`config.mk`:
```
export PLATFORM = sky130hd
export DESIGN_NAME = workday_skipping_date_adder_unit
export DESIGN_NICKNAME = d
export VERILOG_FILES = /design/src/sv/wsda_pkg.sv /design/src/sv/workday_skipping_date_adder_unit.sv /design/src/sv/wsda_ctrl.sv /design/src/sv/wsda_datapath.sv
export VERILOG_INCLUDE_DIRS = /design/src /design/src/sv
export SDC_FILE = /design/constraint.sdc
export NUM_CORES = 1
export LEC_CHECK = 0
export BUFFER_PORTS_ARGS = -buffer_cell sky130_fd_sc_hd__buf_2
export CAP_MARGIN = 20
export CORE_MARGIN = 4
export CORE_UTILIZATION = 45
export CTS_BUF_LIST = sky130_fd_sc_hd__clkbuf_16
export DETAILED_ROUTE_END_ITERATION = 8
export PLACE_DENSITY = 0.65
export SLEW_MARGIN = 20
export SYNTH_ARGS = -nofsm -noshare
export SYNTH_HDL_FRONTEND = slang
export SYNTH_SLANG_ARGS = --single-unit
export TNS_END_PERCENT = 1
```
`constraint.sdc`:
```
create_clock -name clk -period 10.7 [get_ports clk]
set_clock_uncertainty 0.2 [all_clocks]
set_input_delay 1.605 -clock clk [delete_from_list [all_inputs] [get_ports clk]]
set_output_delay 1.605 -clock clk [all_outputs]
set_load 0.03 [all_outputs]
```
`src/sv/workday_skipping_date_adder_unit_defines.svh`:
```
// assertion macros used by the date adder sequencer
// expects clk and rst_n to be visible where a macro is used
`ifndef WORKDAY_SKIPPING_DATE_ADDER_UNIT_DEFINES_SVH
`define WORKDAY_SKIPPING_DATE_ADDER_UNIT_DEFINES_SVH

// property checked on every rising edge outside reset
`define WSDA_ASSERT(lbl, prop, msg) \
  lbl: assert property (@(posedge clk) disable iff (!rst_n) prop) \
    else $error(msg);

// antecedent in one cycle implies consequent in the next
`define WSDA_ASSERT_NEXT(lbl, ante, cons, msg) \
  `WSDA_ASSERT(lbl, (ante) |=> (cons), msg)

`endif

```
`src/sv/wsda_pkg.sv`:
```
`timescale 1ns / 1ps
// shared types, constants and calendar functions of the date adder
// no dependencies
package wsda_pkg;

  localparam int WSDA_MAX_WORKING_DAYS = 4095;
  localparam int WD_W = 12;

  localparam logic [6:0] WEEKEND_MASK_RST = 7'd96;

  // reciprocals for exact constant division over the 15 bit range in use
  localparam logic [15:0] K100 = 16'd41944;  // ceil(2^22 / 100)
  localparam logic [15:0] K7   = 16'd37450;  // ceil(2^18 / 7)

  localparam logic [3:0] MON_JAN = 4'd1;
  localparam logic [3:0] MON_FEB = 4'd2;
  localparam logic [3:0] MON_DEC = 4'd12;

  localparam logic [2:0] WK_SAT = 3'd6;

  typedef struct packed {
    logic [13:0] start_year;
    logic [3:0]  start_month;
    logic [4:0]  start_day;
    logic [11:0] working_days;
  } in_item_t;

  typedef struct packed {
    logic [13:0] end_year;
    logic [3:0]  end_month;
    logic [4:0]  end_day;
    logic [2:0]  end_weekday;
    logic        bad_date;
  } out_item_t;

  typedef struct packed {
    logic load;
    logic ymod;
    logic wsum;
    logic wmod;
    logic wday;
    logic step;
    logic emit;
  } wsda_cmd_t;

  typedef struct packed {
    logic bad;
    logic walk_done;
  } wsda_sts_t;

  function automatic logic [4:0] days_in(input logic [3:0] m, input logic leap);
    logic [4:0] n;
    case (m)
      4'd1, 4'd3, 4'd5, 4'd7, 4'd8, 4'd10, 4'd12: n = 5'd31;
      4'd4, 4'd6, 4'd9, 4'd11:                     n = 5'd30;
      4'd2:                                         n = leap ? 5'd29 : 5'd28;
      default:                                      n = 5'd31;
    endcase
    return n;
  endfunction

  // (31 * mm) / 12 with march-based month numbering
  function automatic logic [4:0] month_offset(input logic [3:0] m);
    logic [4:0] r;
    case (m)
      4'd1:    r = 5'd28;
      4'd2:    r = 5'd31;
      4'd3:    r = 5'd2;
      4'd4:    r = 5'd5;
      4'd5:    r = 5'd7;
      4'd6:    r = 5'd10;
      4'd7:    r = 5'd12;
      4'd8:    r = 5'd15;
      4'd9:    r = 5'd18;
      4'd10:   r = 5'd20;
      4'd11:   r = 5'd23;
      4'd12:   r = 5'd25;
      default: r = 5'd0;
    endcase
    return r;
  endfunction

endpackage

```
`src/sv/workday_skipping_date_adder_unit.sv`:
```
`timescale 1ns / 1ps
// Workday-skipping date adder. Requests on in_* carry a start date and a
// count of working days; results on out_* carry the return date, its
// weekday and a flag for an invalid start date, which is echoed back.
// Both channels are valid/ready; one result per request, in order.
// cfg_we/cfg_wdata write the 7 bit weekend mask (bit n = weekday n,
// 0 = Sunday); reset sets Friday and Saturday. The user must write it
// only while the block is idle; the block itself does not enforce it.
// A request runs the setup steps (year modulo 400, date check and
// weekday sum, divide by 7, weekday residue), walks one calendar day per
// step up to 7 * MAX_WORKING_DAYS days added, ends the walk and then
// enters the output register. An invalid date skips divide, residue and walk.
// Throughput is one request at a time, set by the day-walk loop of the
// datapath. A new request is taken while a result waits in the output
// register; a stalled receiver holds the next result in the last phase.
// Reset (synchronous, rst_n low) empties the pipeline and restores the mask.
// Depends on wsda_pkg, wsda_ctrl and wsda_datapath.
module workday_skipping_date_adder_unit
  import wsda_pkg::*;
#(
  parameter int MAX_WORKING_DAYS = WSDA_MAX_WORKING_DAYS
) (
  input  logic       clk,
  input  logic       rst_n,
  input  logic       cfg_we,
  input  logic [6:0] cfg_wdata,
  input  logic       in_valid,
  output logic       in_ready,
  input  in_item_t   in_data,
  output logic       out_valid,
  input  logic       out_ready,
  output out_item_t  out_data
);

  wsda_cmd_t cmd;
  wsda_sts_t sts;

  wsda_ctrl u_ctrl (
    .clk       (clk),
    .rst_n     (rst_n),
    .in_valid  (in_valid),
    .in_ready  (in_ready),
    .out_valid (out_valid),
    .out_ready (out_ready),
    .cmd_o     (cmd),
    .sts_i     (sts)
  );

  wsda_datapath #(
    .MAX_WORKING_DAYS (MAX_WORKING_DAYS)
  ) u_datapath (
    .clk       (clk),
    .rst_n     (rst_n),
    .cfg_we    (cfg_we),
    .cfg_wdata (cfg_wdata),
    .in_data   (in_data),
    .cmd_i     (cmd),
    .sts_o     (sts),
    .out_data  (out_data)
  );

endmodule

```
`src/sv/wsda_ctrl.sv`:
```
`timescale 1ns / 1ps
// sequencer of the date adder: handshakes, phase order and output valid
// depends on wsda_pkg and the assertion macro header
`include "workday_skipping_date_adder_unit_defines.svh"
module wsda_ctrl
  import wsda_pkg::*;
(
  input  logic      clk,
  input  logic      rst_n,
  input  logic      in_valid,
  output logic      in_ready,
  output logic      out_valid,
  input  logic      out_ready,
  output wsda_cmd_t cmd_o,
  input  wsda_sts_t sts_i
);

  typedef enum logic [2:0] {
    S_IDLE,
    S_YMOD,
    S_WSUM,
    S_WMOD,
    S_WDAY,
    S_WALK,
    S_OUT
  } state_t;

  state_t state_r, state_nxt;
  logic   out_valid_r, out_valid_nxt;
  logic   out_free;

  assign in_ready  = (state_r == S_IDLE);
  assign out_valid = out_valid_r;
  assign out_free  = !out_valid_r || out_ready;

  always_comb begin
    cmd_o         = '0;
    state_nxt     = state_r;
    out_valid_nxt = out_valid_r && !out_ready;
    case (state_r)
      S_IDLE: begin
        if (in_valid) begin
          cmd_o.load = 1'b1;
          state_nxt  = S_YMOD;
        end
      end
      S_YMOD: begin
        cmd_o.ymod = 1'b1;
        state_nxt  = S_WSUM;
      end
      S_WSUM: begin
        cmd_o.wsum = 1'b1;
        // an invalid start date is echoed without a walk
        state_nxt  = sts_i.bad ? S_OUT : S_WMOD;
      end
      S_WMOD: begin
        cmd_o.wmod = 1'b1;
        state_nxt  = S_WDAY;
      end
      S_WDAY: begin
        cmd_o.wday = 1'b1;
        state_nxt  = S_WALK;
      end
      S_WALK: begin
        if (sts_i.walk_done) begin
          state_nxt = S_OUT;
        end else begin
          cmd_o.step = 1'b1;
        end
      end
      S_OUT: begin
        if (out_free) begin
          cmd_o.emit    = 1'b1;
          out_valid_nxt = 1'b1;
          state_nxt     = S_IDLE;
        end
      end
      default: state_nxt = S_IDLE;
    endcase
  end

  always_ff @(posedge clk) begin
    if (!rst_n) begin
      state_r     <= S_IDLE;
      out_valid_r <= 1'b0;
    end else begin
      state_r     <= state_nxt;
      out_valid_r <= out_valid_nxt;
    end
  end

  `WSDA_ASSERT(a_emit_into_free, cmd_o.emit |-> (!out_valid_r || out_ready), "result overwritten")
  `WSDA_ASSERT_NEXT(a_load_starts, in_valid && in_ready, state_r == S_YMOD, "request not started")
  `WSDA_ASSERT_NEXT(a_bad_skips, (state_r == S_WSUM) && sts_i.bad, state_r == S_OUT, "bad date walked")

endmodule

```
`src/sv/wsda_datapath.sv`:
```
`timescale 1ns / 1ps
// date adder datapath: weekday arithmetic, day walk and result register
// depends on wsda_pkg
module wsda_datapath
  import wsda_pkg::*;
#(
  parameter int MAX_WORKING_DAYS = WSDA_MAX_WORKING_DAYS
) (
  input  logic      clk,
  input  logic      rst_n,
  input  logic      cfg_we,
  input  logic [6:0] cfg_wdata,
  input  in_item_t  in_data,
  input  wsda_cmd_t cmd_i,
  output wsda_sts_t sts_o,
  output out_item_t out_data
);

  localparam int LW = $clog2(MAX_WORKING_DAYS + 1);
  localparam int SW = $clog2(7 * MAX_WORKING_DAYS + 1);
  localparam int CW = (LW > WD_W) ? LW : WD_W;
  localparam logic [SW-1:0] SPAN_LIMIT = SW'(7 * MAX_WORKING_DAYS);
  localparam logic [CW-1:0] MAX_C = CW'(MAX_WORKING_DAYS);

  logic [6:0]    mask_r;
  logic [13:0]   y_r;
  logic [3:0]    m_r;
  logic [4:0]    d_r;
  logic [WD_W-1:0] wd_r;
  logic [14:0]   yy_r;
  logic [30:0]   prod_y_r, prod_yy_r;
  logic [8:0]    m400_r;
  logic [15:0]   sum_r;
  logic [31:0]   prod7_r;
  logic          bad_r;
  logic [2:0]    wk_r;
  logic [LW-1:0] left_r;
  logic [SW-1:0] span_r;
  out_item_t     out_r;

  logic [14:0]   yy_in;
  logic          a_in;
  logic [7:0]    q_y, q_yy;
  logic [13:0]   q7;
  logic          leap;
  logic [4:0]    dim;
  logic          bad_c;
  logic [CW-1:0] wd_ext;
  logic [LW-1:0] left_init;

  assign a_in  = (in_data.start_month == MON_JAN) || (in_data.start_month == MON_FEB);
  assign yy_in = 15'(in_data.start_year) + 15'd400 - 15'(a_in);

  assign q_y  = prod_y_r[29:22];
  assign q_yy = prod_yy_r[29:22];
  assign q7   = prod7_r[31:18];

  // leap from the year modulo 400
  assign leap = (m400_r[1:0] == 2'd0) && (m400_r != 9'd100) && (m400_r != 9'd200)
                && (m400_r != 9'd300);
  assign dim  = days_in(m_r, leap);

  assign bad_c = (m_r < MON_JAN) || (m_r > MON_DEC) || (d_r == 5'd0) || (d_r > dim);

  assign wd_ext    = CW'(wd_r);
  assign left_init = (wd_ext > MAX_C) ? LW'(MAX_C) : LW'(wd_ext);

  assign sts_o.bad       = bad_c;
  assign sts_o.walk_done = (left_r == '0) || (span_r == SPAN_LIMIT);
  assign out_data        = out_r;

  always_ff @(posedge clk) begin
    if (!rst_n) begin
      mask_r <= WEEKEND_MASK_RST;
    end else if (cfg_we) begin
      mask_r <= cfg_wdata;
    end
  end

  always_ff @(posedge clk) begin
    if (cmd_i.load) begin
      y_r       <= in_data.start_year;
      m_r       <= in_data.start_month;
      d_r       <= in_data.start_day;
      wd_r      <= in_data.working_days;
      yy_r      <= yy_in;
      prod_y_r  <= 31'(in_data.start_year) * 31'(K100);
      prod_yy_r <= 31'(yy_in) * 31'(K100);
    end
    if (cmd_i.ymod) begin
      m400_r <= 9'(y_r - 14'(q_y[7:2]) * 14'd400);
    end
    if (cmd_i.wsum) begin
      bad_r <= bad_c;
      sum_r <= 16'(d_r) + 16'(yy_r) + 16'(yy_r[14:2]) - 16'(q_yy) + 16'(q_yy[7:2])
               + 16'(month_offset(m_r));
    end
    if (cmd_i.wmod) begin
      prod7_r <= 32'(sum_r) * 32'(K7);
    end
    if (cmd_i.wday) begin
      wk_r   <= 3'(sum_r - 16'(q7) * 16'd7);
      left_r <= left_init;
      span_r <= '0;
    end
    if (cmd_i.step) begin
      if (!mask_r[wk_r]) begin
        left_r <= left_r - LW'(1);
      end
      span_r <= span_r + SW'(1);
      wk_r   <= (wk_r == WK_SAT) ? 3'd0 : wk_r + 3'd1;
      if (d_r == dim) begin
        d_r <= 5'd1;
        if (m_r == MON_DEC) begin
          m_r    <= MON_JAN;
          y_r    <= y_r + 14'd1;
          m400_r <= (m400_r == 9'd399) ? 9'd0 : m400_r + 9'd1;
        end else begin
          m_r <= m_r + 4'd1;
        end
      end else begin
        d_r <= d_r + 5'd1;
      end
    end
    if (cmd_i.emit) begin
      out_r.end_year    <= y_r;
      out_r.end_month   <= m_r;
      out_r.end_day     <= d_r;
      out_r.end_weekday <= bad_r ? 3'd0 : wk_r;
      out_r.bad_date    <= bad_r;
    end
  end

endmodule
```
==> results of run 1 <==
==> stage by stage <==
step	util	setup WS [ns]	hold slack, ns	std cells
after floorplan	-	2.15	0.223	1789
after global placement	0.482	1.31	0.242	2372
after detailed placement	0.482	1.07	0.256	2372
after CTS	0.496	1.50	0.267	2404
after global routing	0.496	0.855	0.292	2404
final	0.496	1.54	0.267	2404
==> state kept, by name (all words and copies together) (netlist names), 4 cells and up, named ones only <==
register              count
u_datapath.prod_yy_r      8
u_datapath.y_r           14
u_datapath.mask_r         7
u_datapath.sum_r         16
u_datapath.wd_ext        12
u_datapath.yy_r          15
u_datapath.m_r            4
u_datapath.out_data      27
u_datapath.prod_y_r       5
u_datapath.d_r            5
u_datapath.left_r        12
u_datapath.span_r        15
u_datapath.m400_r         9
==> layer usage <==
metal	global-route usage	up-vias	routed length (µm)
li1	-	6120	-
met2	0.295	207	18000
met3	0.0209	33	1210
met4	0.0376	0	456
met5	0	-	0
met1	0.250	6094	18000
==> worst max-delay path, delay by kind of cell <==
kind	cells	cell delay, ns
compound gates	8	1.78
buf+inv	7	0.43
xor+xnor	3	0.90
simple gates	4	1.25
fa+ha+maj	9	3.18
==> cell families after synthesis <==
logic type,after synthesis
xor+xnor,84
flops,165
compound gates,257
simple gates,306
buf+inv,429
mux,18
fa+ha+maj,530
==> final cells by class <==
cell class	count	area, µm²
timing repair buffer	80	413
clock buffer	17	425
tap	525	657
multi-input combinational	1195	12200
clock inverter	15	146
fill	3641	20100
inverter	407	1530
sequential	165	4400
==> Yosys cell counts (all sizes together) (4+ instances only) <==
library cell / n
nor2b: 20
a221oi: 6
or3: 10
nand2b: 9
fa: 186
inv: 407
o21ai: 55
o32ai: 4
and2: 6
buf: 4
and3: 13
nor4b: 4
nand2: 82
o211ai: 12
a211o: 4
a211oi: 12
o22ai: 14
mux2i: 14
a31oi: 9
nand4: 10
nand3: 38
o21a: 10
o21bai: 6
a21o: 18
o31ai: 8
xnor2: 60
clkbuf: 18
nor3: 20
o211a: 5
edfxtp: 110
or2: 4
nor2: 77
xor2: 23
ha: 344
dfxtp: 55
a21oi: 66
==> path summary, 6_finish.rpt <==
path	from	end	slack (ns)	depth (start not counted)
max	in_data[17]	u_datapath.prod_yy_r[23]	1.54	31
min	u_datapath.left_r[11]	u_datapath.left_r[11]	0.27	2
max reg2reg	u_datapath.sum_r[10]	u_datapath.prod7_r[20]	5.57	15
min reg2reg	u_datapath.left_r[11]	u_datapath.left_r[11]	0.27	2
==> PnR_summary.wiki, run 1 <==
{| class="wikitable"
! Metric !! Value
|-
| Outcome || finished clean
|-
| Clock-pin slew of the registers on the worst-case setup and hold paths || 0.07 ns
|-
| Final non-filler cell area || 19,800 µm²
|-
| Critical Path End Type || register
|-
| Fraction of the mapped netlist area in adder cells || 0.441
|-
| Dominant combinational cell family by area after synthesis || adder cells
|-
| Gates resized, CTS repair || 0
|-
| Cell area reported after detailed placement || 19,200 µm²
|-
| Chip Width || 209 µm
|-
| Slew at the pin closest to its max-slew limit || 1.07 ns
|-
| Min cycle time layout || 9.16 ns
|-
| Vias after detailed routing || 12,454
|-
| Category of the worst setup path launch point || primary input
|-
| Net count after synthesis || 2,366
|-
| Sequential share of the synthesized area || 0.242
|-
| Cell variety after synth || 71
|-
| Timing-limited maximum frequency || 0.109 GHz
|-
| Proportion of layout cells with a drive suffix above 1 || 0.0697
|-
| Ant. Diodes || 0
|-
| Count of maximum capacitance violations || 0
|-
| DRC Markers || 0
|-
| First-pass GRT wire length || 63,600 µm
|-
| Top library cells by usage in the layout, fill and taps aside || 407 x sky130_fd_sc_hd__inv_1, 344 x sky130_fd_sc_hd__ha_1, 186 x sky130_fd_sc_hd__fa_1
|-
| Signed area change from the synthesized netlist to the final layout || 8.57%
|-
| Path category of the worst min-delay check || reg2reg
|-
| Initial Utilization || 0.457
|-
| Cts bufs inserted || 17
|-
| Total grt overflow || 0
|-
| Final nets || 2,443
|-
| Xor and xnor area share after synthesis || 0.0412
|-
| Final setup vio count || 0
|-
| Number of global-route vias before repair || 12,714
|-
| Synthesis Warnings || 0
|-
| Largest stage delay on the critical path || 0.60 ns
|-
| Maximum fanout count along the critical path || 6
|-
| Average vias per placed instance || 5.18
|-
| Count of antenna-violating nets left after detailed routing || 0
|-
| Worst EP required || 10.68 ns
|-
| Half-perimeter wire length after detailed placement || 31,500 µm
|-
| Buffers from clock root to sink, at most || 2
|-
| Max_slew headroom || 0.283
|-
| Initial antenna violation count || 0
|-
| Pre-antenna DRT Iters || 5
|-
| Root buffer selected by CTS || sky130_fd_sc_hd__clkbuf_16
|-
| Fraction of registers with async set or reset after synthesis || 0
|-
| Placeable Area || 39,800 µm²
|-
| Hold violation total from the final report || 0
|-
| Pin count of the biggest net entering global routing || 43
|-
| Post-Route Setup TNS || 0 ns
|-
| Cell accounting for the most synthesized area || sky130_fd_sc_hd__ha_1
|-
| Detailed-route wire length || 37,700 µm
|-
| Setup repair after global routing missed its margin || no
|-
| All-layer global routing usage || 0.177
|-
| Post-Synth Simple-Gate Area || 0.0831
|-
| Latest clock arrival within the worst-skew pair || 0.44 ns
|-
| Classification of the worst setup path || in2reg
|-
| Post-synthesis sequential element count || 165
|-
| Number of buffers added to fix hold violations after cts || 0
|-
| Critical Path Most Common Cell || sky130_fd_sc_hd__inv_1
|-
| Share of the synthesized area in the top cell type || 0.237
|-
| Number of sinks on the clock net || 165
|-
| Wire length per cell after detailed routing || 15.7 µm
|-
| Starting DRC count in detailed routing || 594
|-
| Dominant cells by area after synthesis || sky130_fd_sc_hd__ha_1 24%, sky130_fd_sc_hd__fa_1 20%, sky130_fd_sc_hd__edfxtp_1 18%, sky130_fd_sc_hd__inv_1 8.4%, sky130_fd_sc_hd__dfxtp_1 6.1%
|-
| Share of cell area taken by muxes after synthesis || 0.0108
|-
| TritonCTS clock tree || done
|-
| DIE HEIGHT || 209 µm
|-
| Final worst path period share || 0.857
|-
| EDFF count, synth || 110
|-
| Number of buffer cells added on primary ports || 75
|-
| Critical path data arrival time || 9.14 ns
|-
| Most instantiated flip-flop cell in the synthesis netlist || sky130_fd_sc_hd__edfxtp_1
|-
| H-tree levels || 4
|-
| Number of rows in the core area || 73
|-
| Slowest CP cell || sky130_fd_sc_hd__xor2_1
|-
| Max-slew violation count || 0
|-
| Total die area || 43,700 µm²
|-
| Setup Fix Bufs, Post-CTS || 0
|-
| Weighted congestion reported at the end of routability-driven placement || 0.896
|-
| Synthesized instance count || 1,789
|-
| Most frequent standard cell in the layout excluding fill and tap cells || sky130_fd_sc_hd__inv_1
|-
| Post-synthesis instance area || 18,200 µm²
|-
| Number of top-level pins || 76
|-
| Share of the synthesized area in compound gates (AO/OA/AOI/OAI) || 0.0926
|-
| Average cell area after synthesis || 10.2 µm²
|}
Power of run 1 is left out: the tool's default activity adds up to more than one toggle a clock period on the data nets, which glitch-free logic cannot reach.
==> inputs of run 2 (changes only) <==
Settings changed: CORE_MARGIN 4 to 1.5, CORE_UTILIZATION 45 to 60, PLACE_DENSITY 0.65 to 0.82.
==> run 2 against run 1 <==
Highest routed layer unchanged; worst setup slack worse by 0.19 ns; via count rose by 3.6%; utilization grew 16 points; sequential share of layout area is 0.17 points higher; critical endpoint is now u_datapath.prod_yy_r[29]; first-iteration DRC count up 55%; critical path depth did not move; worst hold slack improved by 0.011 ns; global-route usage increased by 8.4 points.
==> PnR_summary.wiki, run 2 (same netlist as run 1, synthesis figures left out) <==
{| class="wikitable"
! Metric !! Value
|-
| Buffers from clock root to sink, at most || 2
|-
| Flop2flop setup slack || 5.69 ns
|-
| Total grt overflow || 0
|-
| Final setup vio count || 0
|-
| Number of buffers added to fix hold violations after cts || 0
|-
| Top library cells by usage in the layout, fill and taps aside || 406 x sky130_fd_sc_hd__inv_1, 344 x sky130_fd_sc_hd__ha_1, 186 x sky130_fd_sc_hd__fa_1
|-
| Hold violation total from the final report || 0
|-
| Worst EP required || 10.69 ns
|-
| Chip Width || 177 µm
|-
| Classification of the worst setup path || in2reg
|-
| Half-perimeter wire length after detailed placement || 31,300 µm
|-
| Slowest CP cell || sky130_fd_sc_hd__xor2_1
|-
| Endpoint of the most critical setup path || u_datapath.prod_yy_r[29]
|-
| Number of buffer cells added on primary ports || 75
|-
| Ant. Diodes || 0
|-
| R2r startpoint || u_datapath.sum_r[10]
|-
| Pre-antenna DRT Iters || 5
|-
| TritonCTS clock tree || done
|-
| Worst Hold Slack || 0.278 ns
|-
| Worst setup slack before clock tree synthesis || 0.938 ns
|-
| Root buffer selected by CTS || sky130_fd_sc_hd__clkbuf_16
|-
| Largest stage delay on the critical path || 0.57 ns
|-
| Final nets || 2,442
|-
| Max_slew headroom || 0.307
|-
| Number of sinks on the clock net || 165
|-
| H-tree levels || 4
|-
| Signed area change from the synthesized netlist to the final layout || 7.75%
|-
| Timing-limited maximum frequency || 0.107 GHz
|-
| Cts bufs inserted || 17
|-
| Pin count of the biggest net entering global routing || 42
|-
| Final worst setup slack || 1.34 ns
|-
| DIE HEIGHT || 177 µm
|-
| Launch point of the critical path || in_data[18]
|-
| Initial Utilization || 0.612
|-
| Slew at the pin closest to its max-slew limit || 1.03 ns
|-
| Setup Fix Bufs, Post-CTS || 0
|-
| Setup repair after global routing missed its margin || no
|-
| Final worst path period share || 0.875
|-
| Number of global-route vias before repair || 13,545
|-
| Critical Path Most Common Cell || sky130_fd_sc_hd__inv_1
|-
| Post-Route Setup TNS || 0 ns
|-
| Path depth of the worst reg2reg path || 15
|-
| Category of the worst setup path launch point || primary input
|-
| Final cell count without fillers || 2,268
|-
| Min cycle time layout || 9.36 ns
|-
| Starting DRC count in detailed routing || 922
|-
| Critical R2R Capture || u_datapath.prod7_r[19]
|-
| Weighted congestion reported at the end of routability-driven placement || 0.959
|-
| Worst hold start || u_datapath.y_r[11]
|-
| Count of antenna-violating nets left after detailed routing || 0
|-
| Maximum fanout count along the critical path || 6
|-
| Max reg flops || 27
|-
| Number of top-level pins || 76
|-
| DRC Markers || 0
|-
| All-layer global routing usage || 0.261
|-
| Initial antenna violation count || 0
|-
| Max-slew violation count || 0
|-
| Most frequent standard cell in the layout excluding fill and tap cells || sky130_fd_sc_hd__inv_1
|-
| Placeable Area || 29,700 µm²
|-
| Total die area || 31,400 µm²
|-
| Path category of the worst min-delay check || reg2reg
|-
| Latest clock arrival within the worst-skew pair || 0.44 ns
|-
| Wire length per cell after detailed routing || 16.9 µm
|-
| Average vias per placed instance || 5.69
|-
| First-pass GRT wire length || 64,600 µm
|-
| Proportion of layout cells with a drive suffix above 1 || 0.0703
|-
| Count of maximum capacitance violations || 0
|-
| Clock-pin slew of the registers on the worst-case setup and hold paths || 0.07 ns
|-
| Placed Cells || 2,236
|-
| Critical Path End Type || register
|-
| Number of rows in the core area || 63
|-
| Gates resized, CTS repair || 0
|-
| Detailed-route wire length || 38,400 µm
|-
| Critical path data arrival time || 9.35 ns
|-
| Outcome || finished clean
|-
| Vias after detailed routing || 12,898
|-
| Filler Cell Count || 2,146
|}
==> run 2: cell types whose count changed in the layout (fill, tap and decap cells not counted) <==
| cell | delta |
|---|---|
| sky130_fd_sc_hd__clkinvlp_4 | -3 |
| sky130_fd_sc_hd__clkinv_4 | -2 |
| sky130_fd_sc_hd__clkinv_8 | +2 |
| sky130_fd_sc_hd__inv_6 | +2 |
| sky130_fd_sc_hd__inv_8 | +2 |
| sky130_fd_sc_hd__buf_4 | -1 |
| sky130_fd_sc_hd__bufinv_16 | -1 |
| sky130_fd_sc_hd__clkbuf_16 | +1 |
| sky130_fd_sc_hd__clkinv_1 | -1 |
| sky130_fd_sc_hd__inv_1 | -1 |
| sky130_fd_sc_hd__inv_4 | +1 |
==> run 2: how the worst min path moves through the flow <==
stage | to | slack (ns) | depth (start not counted)
after global placement | u_datapath.left_r[11] | 0.24 | 2
after global routing | u_datapath.out_data[26] | 0.28 | 0
final | u_datapath.out_data[24] | 0.28 | 0
after floorplan | u_datapath.out_data[24] | 0.22 | 0
after CTS | u_datapath.out_data[24] | 0.27 | 0
after detailed placement | u_datapath.left_r[11] | 0.25 | 2
==> run 2: worst max-delay path, delay by kind of cell <==
kind | cells | cell delay [ns]
AO/OA/AOI/OAI | 7 | 1.49
XOR/XNOR | 3 | 1.03
adder cells (fa/ha/maj) | 9 | 3.23
buffers and inverters | 7 | 0.44
AND/OR/NAND/NOR | 5 | 1.55
==> run 2: final cells by class <==
cell class | count | area, µm² | share of cell area
Inverter | 407 | 1530 | 0.0779
Timing Repair Buffer | 79 | 405 | 0.0207
Sequential cell | 165 | 4400 | 0.225
Clock buffer | 18 | 450 | 0.0230
Clock inverter | 14 | 148 | 0.00753
Tap cell | 390 | 488 | 0.0249
Multi-Input combinational cell | 1195 | 12200 | 0.621
==> run 2: through the flow <==
stage / instance area, µm² / util
6_report: 19600 / 0.660
5_1_grt: 19600 / 0.660
4_1_cts: 19600 / 0.660
3_5_place_dp: 19000 / 0.639
3_3_place_gp: 19000 / 0.639
2_1_floorplan: 18200 / -
==> run 2: layer usage <==
| layer | vias up | share of wire | track usage |
|---|---|---|---|
| met3 | 83 | 0.054 | 0.0316 |
| met4 | 0 | 0.021 | 0.0791 |
| met2 | 416 | 0.50 | 0.459 |
| li1 | 6129 | - | - |
| met1 | 6270 | 0.42 | 0.336 |
| met5 | - | 0 | 0 |
Power of run 2 is left out for the same reason.
==> inputs of run 3 (changes only) <==
Settings changed: CORE_ASPECT_RATIO set to 0.7, CORE_MARGIN 1.5 to not set.
==> run 3 against run 2 <==
Critical path depth stayed put; wire length is 3.2% higher; worst setup slack better by 0.23 ns; die area fell by 1.1%; highest routed layer unchanged; sequential share of layout area about the same; largest cell class unchanged; worst hold slack got worse by 0.0099 ns; flip-flop and latch count stayed put; register-to-register slack worse by 0.10 ns; count of clock-buffer cells in the layout did not move; cell area about the same; via count grew 0.48%; maximum frequency grew 2.6%.
==> PnR_summary.wiki, run 3 (same netlist as run 1, synthesis figures left out) <==
{| class="wikitable"
! Metric !! Value
|-
| Worst hold start || u_datapath.left_r[11]
|-
| Number of global-route vias before repair || 13,290
|-
| Top library cells by usage in the layout, fill and taps aside || 407 x sky130_fd_sc_hd__inv_1, 344 x sky130_fd_sc_hd__ha_1, 186 x sky130_fd_sc_hd__fa_1
|-
| Max-slew violation count || 0
|-
| Routed wire length on met3 || 3360 µm
|-
| Min cycle time layout || 9.13 ns
|-
| Max reg flops || 27
|-
| Slew at the pin closest to its max-slew limit || 1.04 ns
|-
| First-pass GRT wire length || 66,000 µm
|-
| Average vias per placed instance || 5.68
|-
| Starting DRC count in detailed routing || 1,318
|-
| All-layer global routing usage || 0.270
|-
| Total die area || 31,000 µm²
|-
| Path category of the worst min-delay check || reg2reg
|-
| Setup Fix Bufs, Post-CTS || 0
|-
| Clock-pin slew of the registers on the worst-case setup and hold paths || 0.08 ns
|-
| Count of maximum capacitance violations || 0
|-
| Final worst path period share || 0.853
|-
| Root buffer selected by CTS || sky130_fd_sc_hd__clkbuf_16
|-
| Number of rows in the core area || 52
|-
| Number of buffer cells added on primary ports || 75
|-
| TritonCTS clock tree || done
|-
| Most frequent standard cell in the layout excluding fill and tap cells || sky130_fd_sc_hd__inv_1
|-
| Signed area change from the synthesized netlist to the final layout || 7.76%
|-
| DRC Markers || 0
|-
| Max_slew headroom || 0.300
|-
| Critical Path Most Common Cell || sky130_fd_sc_hd__inv_1
|-
| Gates resized, CTS repair || 0
|-
| Setup repair after global routing missed its margin || no
|-
| Critical Path End Type || register
|-
| Outcome || finished clean
|-
| Final worst setup slack || 1.57 ns
|-
| Slowest CP cell || sky130_fd_sc_hd__xor2_1
|-
| Met2 wire length || 17,400 µm
|-
| Detailed-route wire length || 39,600 µm
|-
| Largest stage delay on the critical path || 0.57 ns
|-
| Number of sinks on the clock net || 165
|-
| Buffers from clock root to sink, at most || 2
|-
| Classification of the worst setup path || in2reg
|-
| Half-perimeter wire length after detailed placement || 32,600 µm
|-
| Number of top-level pins || 76
|-
| Weighted congestion reported at the end of routability-driven placement || 0.924
|-
| Worst EP required || 10.70 ns
|-
| Chip Width || 210 µm
|-
| Initial Utilization || 0.620
|-
| Post-Route Setup TNS || 0 ns
|-
| Launch point of the critical path || in_data[17]
|-
| Placeable Area || 29,300 µm²
|-
| Cts bufs inserted || 17
|-
| Maximum fanout count along the critical path || 6
|-
| Category of the worst setup path launch point || primary input
|-
| Final setup vio count || 0
|-
| Worst setup slack before clock tree synthesis || 1.21 ns
|-
| Ant. Diodes || 0
|-
| DIE HEIGHT || 148 µm
|-
| R2r startpoint || u_datapath.sum_r[10]
|-
| Timing-limited maximum frequency || 0.110 GHz
|-
| Wire length per cell after detailed routing || 17.4 µm
|-
| Number of buffers added to fix hold violations after cts || 0
|-
| Final nets || 2,442
|-
| Critical path data arrival time || 9.13 ns
|-
| Vias after detailed routing || 12,960
|-
| Pre-antenna DRT Iters || 6
|-
| Top Layer Used || met4
|-
| Total grt overflow || 0
|-
| H-tree levels || 4
|-
| Initial antenna violation count || 0
|-
| Count of antenna-violating nets left after detailed routing || 0
|-
| Proportion of layout cells with a drive suffix above 1 || 0.0692
|-
| Latest clock arrival within the worst-skew pair || 0.45 ns
|-
| Hold violation total from the final report || 0
|-
| Detailed-route wire length on metal 1 || 18,200 µm
|-
| Pin count of the biggest net entering global routing || 35
|}
-- run 3: routing by layer --
layer  track usage  vias to the layer above
li1              -                     6112
met1         0.397                     6271
met2         0.414                      521
met3        0.0493                       56
met4        0.0657                        0
met5             0                        -
-- run 3: worst max-delay path, delay by kind of cell --
kind / cells / cell delay (ns)
AOI/OAI and AO/OA: 7 / 1.56
and+or+nand+nor: 5 / 1.27
xor gates and xnor gates: 3 / 1.06
buffers and inverters: 7 / 0.45
adders and majority gates: 9 / 3.15
-- run 3: layout make-up --
cell class                 count  area, µm²
clock buffer                  18        450
clock inverter                14        136
fill                        2102       9730
inverter                     407       1530
multi-input combinational   1195      12200
sequential                   165       4400
tap                          405        507
timing repair buffer          79        405
-- run 3: path summary, 6_finish.rpt --
kind / depth (start not counted) / end / slack, ns
setup / recovery: 31 / u_datapath.prod_yy_r[29] / 1.57
hold / removal: 2 / u_datapath.left_r[11] / 0.27
setup reg to reg: 15 / u_datapath.prod7_r[20] / 5.59
hold reg to reg: 2 / u_datapath.left_r[11] / 0.27
-- run 3: through the flow --
stage / cell area [µm²] / hold WS, ns / cells / util
5_1_grt: 19600 / 0.294 / 2283 / 0.668
6_report: 19600 / 0.268 / 2283 / 0.668
2_1_floorplan: 18200 / 0.223 / 1789 / -
3_5_place_dp: 19000 / 0.259 / 2251 / 0.648
4_1_cts: 19600 / 0.268 / 2283 / 0.668
3_3_place_gp: 19000 / 0.240 / 2251 / 0.648
Power of run 3 is left out for the same reason.
